**src/rtl/rls_pkg.sv**
```systemverilog
// rls_pkg: payload types, register indexes and fixed-point helpers
// for the RLS ARX estimator. No dependencies.
package rls_pkg;

  localparam int PARAM_COUNT = 4;
  localparam int NUM_REGS    = 6;

  localparam logic [2:0] REG_LAMBDA  = 3'd0;
  localparam logic [2:0] REG_INITCOV = 3'd1;
  localparam logic [2:0] REG_INIT_A1 = 3'd2;
  localparam logic [2:0] REG_INIT_A2 = 3'd3;
  localparam logic [2:0] REG_INIT_B1 = 3'd4;
  localparam logic [2:0] REG_INIT_B2 = 3'd5;

  localparam logic [16:0] LAMBDA_RST  = 17'd64881;
  localparam logic [30:0] INITCOV_RST = 31'd65536000;

  typedef struct packed {
    logic signed [31:0] plant_input;
    logic signed [31:0] plant_output;
  } rls_in_t;

  typedef struct packed {
    logic signed [31:0] est_a1;
    logic signed [31:0] est_a2;
    logic signed [31:0] est_b1;
    logic signed [31:0] est_b2;
    logic signed [31:0] prediction_error;
  } rls_out_t;

  // Saturate a wide signed value to 32 bits
  function automatic logic signed [31:0] sat32(input logic signed [67:0] v);
    logic signed [67:0] hi;
    logic signed [67:0] lo;
    hi = 68'sd2147483647;
    lo = -68'sd2147483648;
    if (v > hi) return 32'sh7fffffff;
    else if (v < lo) return 32'sh80000000;
    else return v[31:0];
  endfunction

endpackage

```
**src/rtl/rls_mac.sv**
```systemverilog
// rls_mac: shared 32x32 multiplier with round-half-up scaling and a
// 68-bit accumulator. Depends on rls_pkg.
module rls_mac import rls_pkg::*; #(
  parameter int FRAC_BITS = 16
) (
  input  logic               clk,
  input  logic               clr,
  input  logic               en,
  input  logic signed [31:0] a,
  input  logic signed [31:0] b,
  output logic signed [67:0] acc
);

  logic signed [63:0] prod_r;
  logic               en_r;
  logic signed [67:0] acc_r;
  logic signed [63:0] rnd;

  // Rounded product, arithmetic shift floors
  assign rnd = (prod_r + (64'sd1 <<< (FRAC_BITS - 1))) >>> FRAC_BITS;

  always_ff @(posedge clk) begin
    prod_r <= a * b;
    en_r   <= en;
    if (clr) acc_r <= '0;
    else if (en_r) acc_r <= acc_r + 68'(rnd);
  end

  assign acc = acc_r;

endmodule

```
**config.mk**
```make
export PLATFORM = sky130hd
export DESIGN_NAME = rls_mac
export DESIGN_NICKNAME = d
export VERILOG_FILES = /design/src/rtl/rls_pkg.sv /design/src/rtl/rls_mac.sv
export SDC_FILE = /design/constraint.sdc
export NUM_CORES = 2
export LEC_CHECK = 0
export BUFFER_PORTS_ARGS = -buffer_cell sky130_fd_sc_hd__buf_4
export CAP_MARGIN = 20
export CORE_UTILIZATION = 55
export DETAILED_ROUTE_END_ITERATION = 7
export GPL_ROUTABILITY_DRIVEN = 1
export PLACE_DENSITY = 0.72
export SLEW_MARGIN = 15
export SYNTH_ARGS = -nofsm -noshare
export SYNTH_HDL_FRONTEND = slang
export SYNTH_SLANG_ARGS = --single-unit
```
**constraint.sdc**
```tcl
create_clock -name clk -period 10.8 [get_ports clk]
set_input_delay 1.08 -clock clk [delete_from_list [all_inputs] [get_ports clk]]
set_output_delay 1.08 -clock clk [all_outputs]
set_load 0.02 [all_outputs]
```
# Yosys cells after proc, flatten, opt, wreduce, memory -nomap -nowiden
# Index checks and enable logic that the tools add are counted.
[word_totals]
output_inout_bits = 68
reg_bits = 133
inputBits = 67
[classes]
mul = 1
addsub = 2
[ops]
columns = ["cell", "count"]
rows = [
  ["adder 68 x 48 -> 68 bit", 1],
  ["adder 64 x 17 -> 64 bit, second input constant", 1],
  ["multiplier 32 x 32 -> 64 bit", 1],
]

# Logic depth before layout (Yosys ltp)
[logic_depth]
ltp_word = 2
ltp_mapped = 30

# Worst setup path after synthesis
# Ideal clock, no wire load.
[synth_path]
path_type = "input port to flip-flop"
start = "input a[31]"
end = "register prod_r[61]"
required_time_ns = 10.678
stages = 27
slack_ns = 2.215
t_arrival_ns = 8.463
setup_ns = 0.122
cell_sequence = "clkbuf_1 nand2_1 inv_1 fa_1 inv_1 fa_1 inv_1 fa_1 fa_1 inv_1 fa_1 inv_1 fa_1 inv_1 fa_1 fa_1 inv_1 ha_1 a21o_1 a21o_1 a21o_1 a21oi_1 o21bai_1 a21o_1 a211oi_1 o21ai_1 a311o_1"
[synth_via]
elab_chain_len = 1
[synth_rtl]
columns = ["element", "line", "rtl"]
rows = [
  ["start, declared", "rls_mac.sv:9", "input logic signed [31:0] a,"],
  ["multiplier 32 x 32 -> 64 bit", "rls_mac.sv:23", "prod_r <= a * b;"],
  ["end signal, assigned", "rls_mac.sv:23", ""],
  ["end, declared", "rls_mac.sv:14", "logic signed [63:0] prod_r;"],
]
# No other way between the ends.
# A chain may end at the register's enable or synchronous reset.

# Final worst setup path
# Ends and elaborated chain as after synthesis.

==> impl_metrics.yaml <==
logic_synthesis:
  netlist_area_um2: 44000
  ys_types: 80
  synth-async-reset-ratio_pct: 0
  synth-edff-count: 0
  syn-num-nets: 6262
  ys_seq_area_share_pct: 5.37
  yosys_warnings: 0
  synth_ff_type: "dfxtp_1"
  syn_inst: 4865
  avgSynthCellArea_um2: 9.05
  ys_ff_latch: 118
route:
  post-route-drc-count: 0
  wl_per_cell_um: 20.5
  dr_wl_met2_mm: 52.5
  maxUsedRoutingLayer: "met4"
  wl_met1_mm: 50.3
  drt_first_pass_iters: 6
  wl_mm: 120
  routed-wl-met3_mm: 14.5
  via_count: 32700
  via_per_inst: 5.60
  ant_nets: 0
  first_iter_violations: 2688
timing:
  rsz0062_at_grt: "false"
  tightest_slew_ns: 0.859
  skew_ns: 0.0116
  post-route-period-util_pct: 80.5
  fmax_mhz: 115
  slew_violations: 0
  hold_viol: 0
  setup-violations-final: 0
  final.setup.tns_ns: 0
  period_minus_slack_ns: 8.69
  slew_headroom_pct: 41.3
placed_design:
  routabilityCongestion: 0.950
  place_hpwl_mm: 91.9
  portBuffers: 134
die:
  io_pins: 135
  rows: 103
  start_util_pct: 55.6
  die_y_um: 285
  core-area_um2: 79100
  dieArea_um2: 81100
  die_x_um: 285
cells_and_area:
  drive_gt1_share_pct: 4.19
  area_delta_synth_final_pct: 4.79
  nNetsFinal: 6177
clock_network:
  clock_latency_ns: 0.43
  cts_sinks: 118
  cts_root_buf: "clkbuf_16"
  ctsResizeCount: 0
  clk_path_buf_depth: 2
  cts_buffers: 17
  post-cts-setup-buffers: 0
  cts_hold_buf: 0
  cts_max_level: 4
  tritoncts: "done"
  clk_pin_slew_worst_paths_ns: 0.06
worst_setup_path:
  cp_slowest_cell: "fa_1"
  start_kind: "input pin"
  rrSetupSlack_ns: 5.56
  cp.required_ns: 11.12
  r2r_start: "prod_r[17]"
  reg2reg_depth: 21
  critPathKind: "in -> reg"
  critPathArrivalTime_ns: 9.02
  crit_path_max_fanout: 32
  max_stage_delay_ns: 0.54
  crit_start: "a[31]"
  crit_end: "prod_r[61]"
  worstSetupEndpointType: "flip-flop"
  rr_endpoint: "acc[67]"
  cp_common_cell: "fa_1"
hold_path:
  min_path_type: "reg -> reg"
grt:
  gr-total-overflow: 0
  grt_first_pass_wirelength_mm: 191
  grt_max_degree: 59
  grt_pass1_vias: 34400
  antenna_found_initial: 0
  grtUsageTotal_pct: 30.5
status:
  status: "finished, final reports clean"
flow_run:
  cap_violations: 0
-- cell families (layout without fill, tap and decap cells) --
group	after synthesis	after routing	synth area share, %
AO/OA/AOI/OAI	469	469	6.94
XOR/XNOR	160	160	3.20
adder cells (fa/ha/maj)	1330	1330	56.3
buffers and inverters	1292	1220	11.1
flip-flops	118	118	5.37
multiplexers	35	35	0.802
other	0	1	0
AND/OR/NAND/NOR	1461	1461	16.4
-- cell usage in the layout (no fill, tap or decap), drive strengths merged, types with 19 or more instances in the layout --
master / instances
buf: 144
nand4: 33
a21oi: 146
dfxtp: 118
ha: 248
xnor2: 114
fa: 1082
inv: 1046
nor2: 159
mux2i: 33
nand3: 59
xor2: 46
o21bai: 27
and3: 24
nand2: 603
a31oi: 19
nor3: 31
a21o: 83
o21ai: 83
and2: 491
-- routing by layer --
layer	vias to the layer above	GRT usage, %
met4	0	6.56
met1	16500	43.0
met3	182	9.27
met2	1650	46.6
li1	14400	-
met5	-	0
-- cell type report --
type                    instances  area, um^2
multi-input cells            3455       36800
fillers                      6949       33000
inverters                    1044        3920
flip-flops and latches        118        2360
well taps                    1050        1310
repair buffers                144        1080
clock buffers                  17         425
clock inverters                15         226
diodes                          1        2.50
-- per-stage QoR --
| step | hold slack [ns] | std cells | setup slack [ns] | area, um^2 | util, % |
|---|---|---|---|---|---|
| after detailed placement | 0.490 | 5810 | 1.69 | 45400 | 57.4 |
| after global placement | 0.489 | 5810 | 1.82 | 45400 | 57.4 |
| after global routing | 0.524 | 5843 | 1.74 | 46100 | 58.3 |
| final | 0.501 | 5844 | 2.11 | 46100 | 58.3 |
| after CTS | 0.500 | 5842 | 2.13 | 46100 | 58.3 |
| after floorplan | 0.557 | 4865 | 2.21 | 44000 | - |
-- cell usage after synthesis, types with 14 or more instances --
cell type  number  share of area [%]
xnor2_1       113                2.2
a21o_1         83                1.4
o21ai_0        68               0.77
nand2b_1       16               0.23
xor2_1         46               0.92
a22o_1         14               0.28
fa_1         1082                 49
a31oi_1        18               0.26
dfxtp_1       118                5.4
and2_1        491                7.0
and3_1         22               0.31
nor2_1        159                1.4
ha_1          248                7.1
inv_1        1044                8.9
o21bai_1       27               0.46
mux2i_1        33               0.75
nand3_1        58               0.66
nor3_1         30               0.34
a21oi_1       146                1.7
nand2_1       603                5.1
nand4_1        32               0.45
o21a_1         17               0.29
clkbuf_1      227                1.9
-- critical path, delay by kind of cell --
kind            cells  cell delay (ns)
buf+inv             9             1.66
fa+ha+maj           9             4.25
simple gates        1             0.20
compound gates      9             1.79
-- worst min path at each step --
stage	from	to	cells after the start	slack [ns]
after floorplan	acc[4]	acc[4]	2	0.56
after global placement	acc[4]	acc[4]	2	0.49
after detailed placement	acc[4]	acc[4]	2	0.49
after CTS	acc[4]	acc[4]	2	0.50
after global routing	acc[4]	acc[4]	2	0.52
final	acc[4]	acc[4]	2	0.50
-- flip-flops by register name, indices dropped and copies added, names as in the netlist --
signal / cells
prod_r: 49
acc: 68
en_r: 1
Power is left out: the tool's default activity adds up to more than one toggle a clock period on the data nets, which glitch-free logic cannot reach.
