==> config.mk <==
export PLATFORM = sky130hd
export DESIGN_NAME = rls_div
export DESIGN_NICKNAME = d
export VERILOG_FILES = /design/src/rtl/rls_pkg.sv /design/src/rtl/rls_div.sv
export SDC_FILE = /design/constraint.sdc
export NUM_CORES = 1
export LEC_CHECK = 0
export BUFFER_PORTS_ARGS = -buffer_cell sky130_fd_sc_hd__buf_4
export CAP_MARGIN = 20
export CORE_MARGIN = 5
export CORE_UTILIZATION = 30
export CTS_CLUSTER_DIAMETER = 50
export CTS_CLUSTER_SIZE = 24
export DETAILED_ROUTE_END_ITERATION = 10
export GPL_TIMING_DRIVEN = 0
export PLACE_DENSITY_LB_ADDON = 0.3
export SLEW_MARGIN = 30
export SYNTH_ARGS = -nofsm -noshare
export SYNTH_HDL_FRONTEND = slang
export SYNTH_SLANG_ARGS = --single-unit
==> constraint.sdc <==
create_clock -name clk -period 5.7 [get_ports clk]
set_input_delay 0.57 -clock clk [delete_from_list [all_inputs] [get_ports clk]]
set_output_delay 0.57 -clock clk [all_outputs]
set_load 0.005 [all_outputs]
==> src/rtl/rls_pkg.sv <==
// rls_pkg: payload types, register indexes and fixed-point helpers
// for the RLS ARX estimator. No dependencies.
package rls_pkg;

  localparam int PARAM_COUNT = 4;
  localparam int NUM_REGS    = 6;

  localparam logic [2:0] REG_LAMBDA  = 3'd0;
  localparam logic [2:0] REG_INITCOV = 3'd1;
  localparam logic [2:0] REG_INIT_A1 = 3'd2;
  localparam logic [2:0] REG_INIT_A2 = 3'd3;
  localparam logic [2:0] REG_INIT_B1 = 3'd4;
  localparam logic [2:0] REG_INIT_B2 = 3'd5;

  localparam logic [16:0] LAMBDA_RST  = 17'd64881;
  localparam logic [30:0] INITCOV_RST = 31'd65536000;

  typedef struct packed {
    logic signed [31:0] plant_input;
    logic signed [31:0] plant_output;
  } rls_in_t;

  typedef struct packed {
    logic signed [31:0] est_a1;
    logic signed [31:0] est_a2;
    logic signed [31:0] est_b1;
    logic signed [31:0] est_b2;
    logic signed [31:0] prediction_error;
  } rls_out_t;

  // Saturate a wide signed value to 32 bits
  function automatic logic signed [31:0] sat32(input logic signed [67:0] v);
    logic signed [67:0] hi;
    logic signed [67:0] lo;
    hi = 68'sd2147483647;
    lo = -68'sd2147483648;
    if (v > hi) return 32'sh7fffffff;
    else if (v < lo) return 32'sh80000000;
    else return v[31:0];
  endfunction

endpackage

==> src/rtl/rls_div.sv <==
// rls_div: restoring signed divider, one quotient bit per cycle,
// quotient truncated toward zero. Depends on rls_pkg.
module rls_div import rls_pkg::*; (
  input  logic               clk,
  input  logic               rst_n,
  input  logic               start,
  input  logic signed [63:0] num,
  input  logic signed [63:0] den,
  output logic               done,
  output logic signed [63:0] quo
);

  logic [63:0] rem_r, rem_nxt, q_r, q_nxt, d_r;
  logic [6:0]  cnt_r;
  logic        neg_r, busy_r;
  logic [64:0] trial;

  assign trial = {rem_r, q_r[63]} - {1'b0, d_r};

  always_comb begin
    rem_nxt = {rem_r[62:0], q_r[63]};
    q_nxt   = {q_r[62:0], 1'b0};
    if (!trial[64]) begin
      rem_nxt = trial[63:0];
      q_nxt[0] = 1'b1;
    end
  end

  always_ff @(posedge clk) begin
    if (!rst_n) begin
      busy_r <= 1'b0;
      done   <= 1'b0;
      cnt_r  <= '0;
    end else begin
      done <= 1'b0;
      if (start) begin
        busy_r <= 1'b1;
        cnt_r  <= 7'd64;
        rem_r  <= '0;
        q_r    <= num[63] ? -num : num;
        d_r    <= den[63] ? -den : den;
        neg_r  <= num[63] ^ den[63];
      end else if (busy_r) begin
        rem_r <= rem_nxt;
        q_r   <= q_nxt;
        cnt_r <= cnt_r - 7'd1;
        if (cnt_r == 7'd1) begin
          busy_r <= 1'b0;
          done   <= 1'b1;
        end
      end
    end
  end

  assign quo = neg_r ? -q_r : q_r;

endmodule

======== After elaboration in Yosys (flattened, before gate mapping) ========
Cells that the tools add are included.
cells by class
  muxes and demuxes ....................... 14
  equal/unequal tests ..................... 1
  bitwise gates (word level) .............. 3
  add/subtract/negate cells ............... 5
  reductions and logical operators ........ 5
operators by type and width
  cell                   count
  $mux W64               6
  $neg A64 Y64           3
  $sub A65 B64 Y65       1
  $mux W63               1
  $mux W7                2
  $eq A7 B1 Y1 const B   1
  $sub A7 B1 Y7 const B  1
  $mux W1                5
  $reduce_and A2 Y1      2
  $reduce_or A3 Y1       1
  $not A1 Y1             2
  $reduce_bool A2 Y1     1
  $reduce_or A2 Y1       1
  $xor A1 B1 Y1          1
storage, ports and cells
  word-level logic and storage cells ...... 37
  register bits ........................... 202
  output and inout port bits .............. 65

======== Longest topological paths before layout ========
Gate-level depths: netlist of run 1.
  depth after elaboration ................. 4
  depth in mapped cells ................... 15
  gate-level depth less buffers ........... 13

======== Least setup slack after synthesis of run 1 ========
OpenSTA, ideal clock, no wires.
  kind .................................... input -> register
  start point ............................. in start
  end point ............................... reg busy_r
  arrival time ............................ 4.249 ns
  cell stages on the path ................. 3
  setup time .............................. 0.071 ns
  path slack .............................. 1.380 ns
  cell sequence ........................... clkbuf_1 o21a_1 o41a_1
on the way
  cells in the longest elaborated chain, start to end .. 1
ends and longest elaborated chain
  what                  line           RTL
  from (decl)           rls_div.sv:6   input logic start,
  $mux W1               rls_div.sv:36  if (start) begin
  to (signal assigned)  rls_div.sv:31  busy_r <= 1'b0;
  to (signal assigned)  rls_div.sv:37  busy_r <= 1'b1;
  to (signal assigned)  rls_div.sv:48  busy_r <= 1'b0;
  to (decl)             rls_div.sv:15  logic neg_r, busy_r;
Every way passes these cells.
A chain may end at the register's enable or synchronous reset.

======== Worst setup path after layout of run 1 ========
  start point ............................. reg q_r[16]
  end point ............................... out quo[48]
on the way
  cells in the longest elaborated chain, start to end .. 2
ends and longest elaborated chain
  what                    line           RTL
  from (decl)             rls_div.sv:13  logic [63:0] rem_r, rem_nxt, q_r, q_nxt, d_r;
  from (signal assigned)  rls_div.sv:40  q_r <= num[63] ? -num : num;
  from (signal assigned)  rls_div.sv:45  q_r <= q_nxt;
  $neg A64 Y64            rls_div.sv:55  assign quo = neg_r ? -q_r : q_r;
  $mux W64                rls_div.sv:55
  to (decl)               rls_div.sv:10  output logic signed [63:0] quo
Every way passes these cells.

==> flow_summary_export.csv, run 1 <==
group,metric,value,unit
place,gp_congestion,0.910,
timing,fin_crit_sh,95.7,%
logic_synthesis,synth_cell_type_count,65,
logic_synthesis,yosysWarnings,0,
final_layout,area_growth,22.1,%
timing,finalSetupViolations,0,
clock_tree,post_cts_buffers,0,
drt,wl_per_cell,19.8,microns
global_routing,grt_pass1_vias,14564,
final_layout,fin_nets,2253,
pwr,leakage,7.24,nW
clock_tree,postCtsHoldBufs,0,
critical_path,required,5.13,ns
logic_synthesis,synthCells,1821,
timing,finClkSkew,0.0214,ns
logic_synthesis,syn_area_per_cell,8.74,sq um
final_layout,final_cell_mix,"197 x a21oi_1, 195 x buf_4, 193 x edfxtp_1, 175 x o21ai_0, 156 x xnor2_1",
timing,timing.final.hold_violations,0,
logic_synthesis,synth_area,15900,sq um
floorplan,start_util,30.3,%
clock_tree,ctsLongestPathBuffers,3,
logic_synthesis,dominantRegCellSynth,"edfxtp_1",
drt,drc_errors,0,
critical_path,cp_num_buf_inv,1,
critical_path,cp_top_family,"simple AND/OR/NAND/NOR gates",
global_routing,grt_overflow,0,
critical_path,crit_arrival,4.88,ns
timing,rsz0062_at_grt,"false",
timing,max_freq,183,MHz
critical_path,cp_max_fo,5,
global_routing,antenna_found_initial,2,
critical_path,startpoint,"q_r[16]",
outcome,outcome,"finished, final reports clean",
critical_path,reg2regPathDepth,15,
pwr,peakVddDrop,0.240,mV
critical_path,reg2reg_setup_slack,0.78,ns
critical_path,endpoint_kind,"output port",
pwr,powerDensity,288,nW/um^2
final_layout,fin_util,37.0,%
logic_synthesis,ys_ff_latch,202,
drt,dr.pass1.iters,7,
floorplan,die_area,57800,sq um
min_path,hold_path_depth,1,
floorplan,dieHeight,240,microns
clock_tree,cts_num_sinks,202,
clock_tree,clock_latency,0.60,ns
floorplan,coreArea,52600,sq um
global_routing,grt.total_usage,18.0,%
timing,drv_slew,0,
timing,maxSlewHeadroom,33.3,%
drt,num_vias,14926,
min_path,hold_class,"primary input to flip-flop",
drt,routed_wl,54600,microns
job,maxCapViolCount,0,
clock_tree,htreeDepth,1,
final_layout,final_common_cell,"a21oi_1",
place,hpwl,42700,microns
timing,fin_crit,5.45,ns
final_layout,antenna_cells,0,
final_layout,drive_gt1_share,14.3,%
drt,ant_nets,0,
critical_path,r2r_end,"rem_r[55]",
timing,setup_tns,0,ns
floorplan,fp-row-count,84,
global_routing,grt_pass1_wl,82800,microns
logic_synthesis,synth.net_count,2022,
clock_tree,clk_pin_slew,0.06,ns
logic_synthesis,synth-edff-count,193,
drt,via_per_inst,5.40,
critical_path,r2r-start,"q_r[63]",
clock_tree,numCtsBuffers,31,
place,io_buffers,194,
logic_synthesis,synth-seq-area-share,37.5,%
floorplan,io_pins,196,
critical_path,cpPeakStageDelay,0.62,ns
clock_tree,cts_tree,"built",
logic_synthesis,ys_async_sr_fraction,0,%
global_routing,grt_max_degree,45,
critical_path,critPathLaunchType,"flip-flop",
critical_path,worstPathCellList,"or4_1, or3_1, or3_1, nor3b_2, nor4bb_1, nand4_1, or4_1, o31ai_1, xnor2_1, buf_4",
critical_path,crit_type,"flip-flop to output port",
min_path,holdPathEnd,"d_r[0]",
min_path,hold_start,"den[0]",
drt,drt_iter0_drc,1058,
clock_tree,cts-root-buf,"clkbuf_16",
floorplan,die_x,240,microns
critical_path,crit_slowest_cell,"nor4bb_1",
timing,worst_pin_slew,1.00,ns
==> where the power goes <==
part,total [mW],leakage (nW),internal [mW],switching [mW]
clock network,1.94,0.525,1.14,0.805
logic,1.76,4.81,0.713,1.05
registers,1.89,1.91,1.81,0.0849
total,5.60,7.24,3.66,1.94
==> synthesized netlist by cell type, types with 3 or more instances <==
cell type	number	area [sq um]
a21oi_1	197	986
edfxtp_1	193	5800
o21ai_0	175	876
xnor2_1	156	1370
nor2_1	127	477
nand2_1	123	462
inv_1	97	364
xor2_1	92	806
clkbuf_1	90	338
nand3_1	79	395
ha_1	69	863
o31ai_1	57	428
or3_1	44	275
a21o_1	29	218
nand4_1	26	163
o41ai_1	24	210
nor3_1	23	115
or4_1	20	150
nand2b_1	18	113
or2_2	17	106
nor4_1	14	87.6
a31oi_1	12	75.1
o21a_1	12	90.1
and3_1	10	62.6
dfxtp_1	9	180
o21bai_1	9	67.6
nor2b_1	8	50.1
a211oi_1	7	52.6
o211ai_1	7	52.6
a311oi_1	6	52.6
and2_1	6	37.5
or4_4	6	67.6
a22o_1	5	43.8
mux2_2	4	45.0
nand3b_1	4	30.0
a21boi_0	3	22.5
a221oi_1	3	26.3
o2111ai_1	3	26.3
or4b_2	3	30.0
==> cell type report <==
cell class                 instances  area (sq um)
fill                            5411         33100
multi-input combinational       1428          9250
sequential                       202          5980
timing repair buffer             198          1550
clock buffer                      37           883
tap                              688           861
inverter                          97           364
buffer                            94           363
clock inverter                    20           186
==> registers in the layout, indices dropped and copies added, names as in the netlist <==
register  count
d_r          64
q_r          64
rem_r        64
cnt_r         7
busy_r        1
done          1
neg_r         1
==> worst reg2reg max path: stages (launching register included) <==
cell and delay [ns]:
edfxtp_1 0.46, inv_1 0.07, ha_1 0.22, fa_1 0.39, nand2b_1 0.19, a21oi_1 0.31
o211ai_1 0.15, o211ai_1 0.26, nand3_1 0.11, and2_1 0.23, o41ai_1 0.73, o21a_1 0.44
clkbuf_1 0.42, clkbuf_1 0.44, o21ai_0 0.18, a21oi_1 0.15
==> kinds of logic after synthesis <==
kind of cell,after synthesis,share of synthesized area (%)
compound gates,568,21.4
simple gates,536,16.9
xor+xnor,248,13.6
flops,202,37.5
buf+inv,191,4.54
fa+ha+maj,70,5.55
mux,6,0.409
==> worst max-delay path by stage <==
stage | end | slack (ns) | cells after the start
after detailed placement | quo[48] | 0.63 | 10
after floorplan | busy_r | 1.38 | 3
after global placement | busy_r | -0.77 | 4
final | quo[48] | 0.25 | 10
after CTS | quo[48] | 0.26 | 10
after global routing | quo[48] | 0.05 | 10
==> metrics by stage <==
stage	setup slack (ns)	instance area [sq um]	instances	hold slack, ns	total power [mW]
floorplan	1.38	15900	1821	0.440	3.05
global placement	-0.766	18200	2703	0.481	3.66
detailed placement	0.632	18400	2707	0.489	3.66
CTS	0.263	19400	2764	0.165	5.64
global route	0.0509	19400	2764	0.176	5.90
finish	0.246	19400	2764	0.208	5.60
==> routing by layer <==
metal	share of wire, %	track usage, %
met5	0.024	0
met4	2.3	4.01
met3	7.9	2.62
met2	47	31.0
met1	43	23.9
==> repair_timing <==
action / in CTS / in global routing
setup endpoints to repair: 1 / 0
resized for setup: 1 / 0
hold endpoints to repair: 0 / 0
(Power assumes the default switching activity.)
==> run 2, diff against run 1 <==
SETUP_SLACK_MARGIN = 0.5   (was unset)
==> run 2 against run 1 <==
Effect of this change:
- global-route usage about the same
- sequential share of layout area is 0.11 points lower
- via count barely moved
- clock skew is 0.00051 ns lower
- largest power group unchanged
- count of clock-buffer cells in the layout stayed put
- hold slack got worse by 0.0034 ns
- register-to-register slack improved by 0.16 ns
- final cell count barely moved
- routed wire length is 0.26% higher
- sequential cell count unchanged
- critical path type unchanged
- sequential power about the same
- combinational power about the same
==> flow_summary_export.csv, run 2 (same netlist as run 1, synthesis figures left out) <==
group,metric,value,unit
timing,fin_crit_sh,88.3,%
final_layout,antenna_cells,0,
floorplan,fp-row-count,84,
timing,worst_pin_slew,0.989,ns
floorplan,die_area,57800,sq um
min_path,hold_start,"den[0]",
timing,timing.final.hold_violations,0,
critical_path,critPathLaunchType,"flip-flop",
place,dpl.cell_count,2707,
clock_tree,clk_pin_slew,0.06,ns
final_layout,reg_top3,"d_r (64), q_r (64), rem_r (64)",
job,maxCapViolCount,0,
timing,max_freq,199,MHz
final_layout,final_area,19500,sq um
critical_path,required,5.13,ns
drt,drt_iter0_drc,1145,
timing,maxSlewHeadroom,34.1,%
place,pre_cts_ws,0.632,ns
timing,drv_slew,0,
place,io_buffers,194,
timing,fin_ws,0.666,ns
pwr,powerDensity,287,nW/um^2
drt,routed_wl,54800,microns
clock_tree,htreeDepth,1,
clock_tree,postCtsHoldBufs,0,
critical_path,cp_max_fo,5,
final_layout,fin_util,37.1,%
timing,fin_crit,5.03,ns
drt,via_per_inst,5.39,
place,gp_congestion,0.910,
critical_path,endpoint_kind,"output port",
final_layout,instances_no_fill,2766,
final_layout,fin_nets,2255,
timing,whs,0.204,ns
final_layout,area_growth,22.5,%
drt,drc_errors,0,
drt,dr.pass1.iters,5,
clock_tree,ctsLongestPathBuffers,3,
clock_tree,clock_latency,0.60,ns
global_routing,antenna_found_initial,2,
global_routing,grt_max_degree,45,
global_routing,grt_pass1_wl,82900,microns
place,post_dp_cell_area,18400,sq um
floorplan,start_util,30.3,%
drt,ant_nets,0,
pwr,power.total,5.60,mW
global_routing,grt_pass1_vias,14581,
floorplan,io_pins,196,
timing,rsz0062_at_grt,"true",
drt,num_vias,14917,
final_layout,final_cell_mix,"197 x a21oi_1, 197 x buf_4, 193 x edfxtp_1, 175 x o21ai_0, 156 x xnor2_1",
critical_path,crit_arrival,4.46,ns
min_path,hold_class,"primary input to flip-flop",
clock_tree,numCtsBuffers,31,
drt,wl_per_cell,19.8,microns
final_layout,drive_gt1_share,14.7,%
timing,setup_tns,0,ns
clock_tree,cts_tree,"built",
floorplan,die_x,240,microns
critical_path,crit_type,"flip-flop to output port",
timing,finalSetupViolations,0,
clock_tree,cts-root-buf,"clkbuf_16",
pwr,leakage,7.29,nW
timing,finClkSkew,0.0209,ns
clock_tree,cts_num_sinks,202,
place,hpwl,42700,microns
pwr,peakVddDrop,0.241,mV
global_routing,grt.total_usage,18.0,%
floorplan,coreArea,52600,sq um
global_routing,grt_overflow,0,
critical_path,r2r-start,"q_r[63]",
critical_path,startpoint,"q_r[16]",
outcome,outcome,"finished, final reports clean",
floorplan,dieHeight,240,microns
[run 2: cell types whose count changed in the layout (fill, tap and decap cells not counted), sizes merged]
cell / before / now
buf: 202 / 204
[run 2: worst max-delay path, stage by stage, from the launching register on]
cell	delay (ns)
edfxtp_1	0.46
or4_1	0.58
or3_1	0.36
or3_1	0.41
nor3b_4	0.38
and3_1	0.27
nand4_1	0.23
or3_4	0.47
o31ai_1	0.27
xnor2_1	0.24
buf_4	0.18
[run 2: metal layers]
layer | track usage, % | up-vias | share of wire [%]
li1 | - | 7160 | -
met4 | 4.01 | 2 | 2.2
met3 | 2.62 | 77 | 7.4
met2 | 31.1 | 555 | 47
met5 | 0 | - | 0.024
met1 | 24.0 | 7123 | 43
[run 2: report_power, final]
group / internal [mW] / leakage, nW / switching, mW
Combinational: 0.714 / 4.85 / 1.05
Sequential: 1.81 / 1.91 / 0.0857
Clock: 1.14 / 0.525 / 0.808
[run 2: cell type report]
class / instances / area (sq um)
buffer: 94 / 363
clock buffer: 37 / 883
clock inverter: 20 / 186
fill: 5404 / 33100
inverter: 97 / 364
multi-input combinational: 1428 / 9300
sequential: 202 / 5980
tap: 688 / 861
timing repair buffer: 200 / 1570
[run 2: worst paths after layout]
path / cells after the start / to / slack [ns]
max: 10 / quo[61] / 0.67
min: 1 / d_r[0] / 0.20
max reg2reg: 15 / rem_r[62] / 0.94
min reg2reg: 2 / cnt_r[1] / 0.50
[run 2: what timing repair did]
action,in CTS,in global routing
setup buffers,0,2
resized for setup,5,5
pin swaps,0,2
setup endpoints to repair,14,31
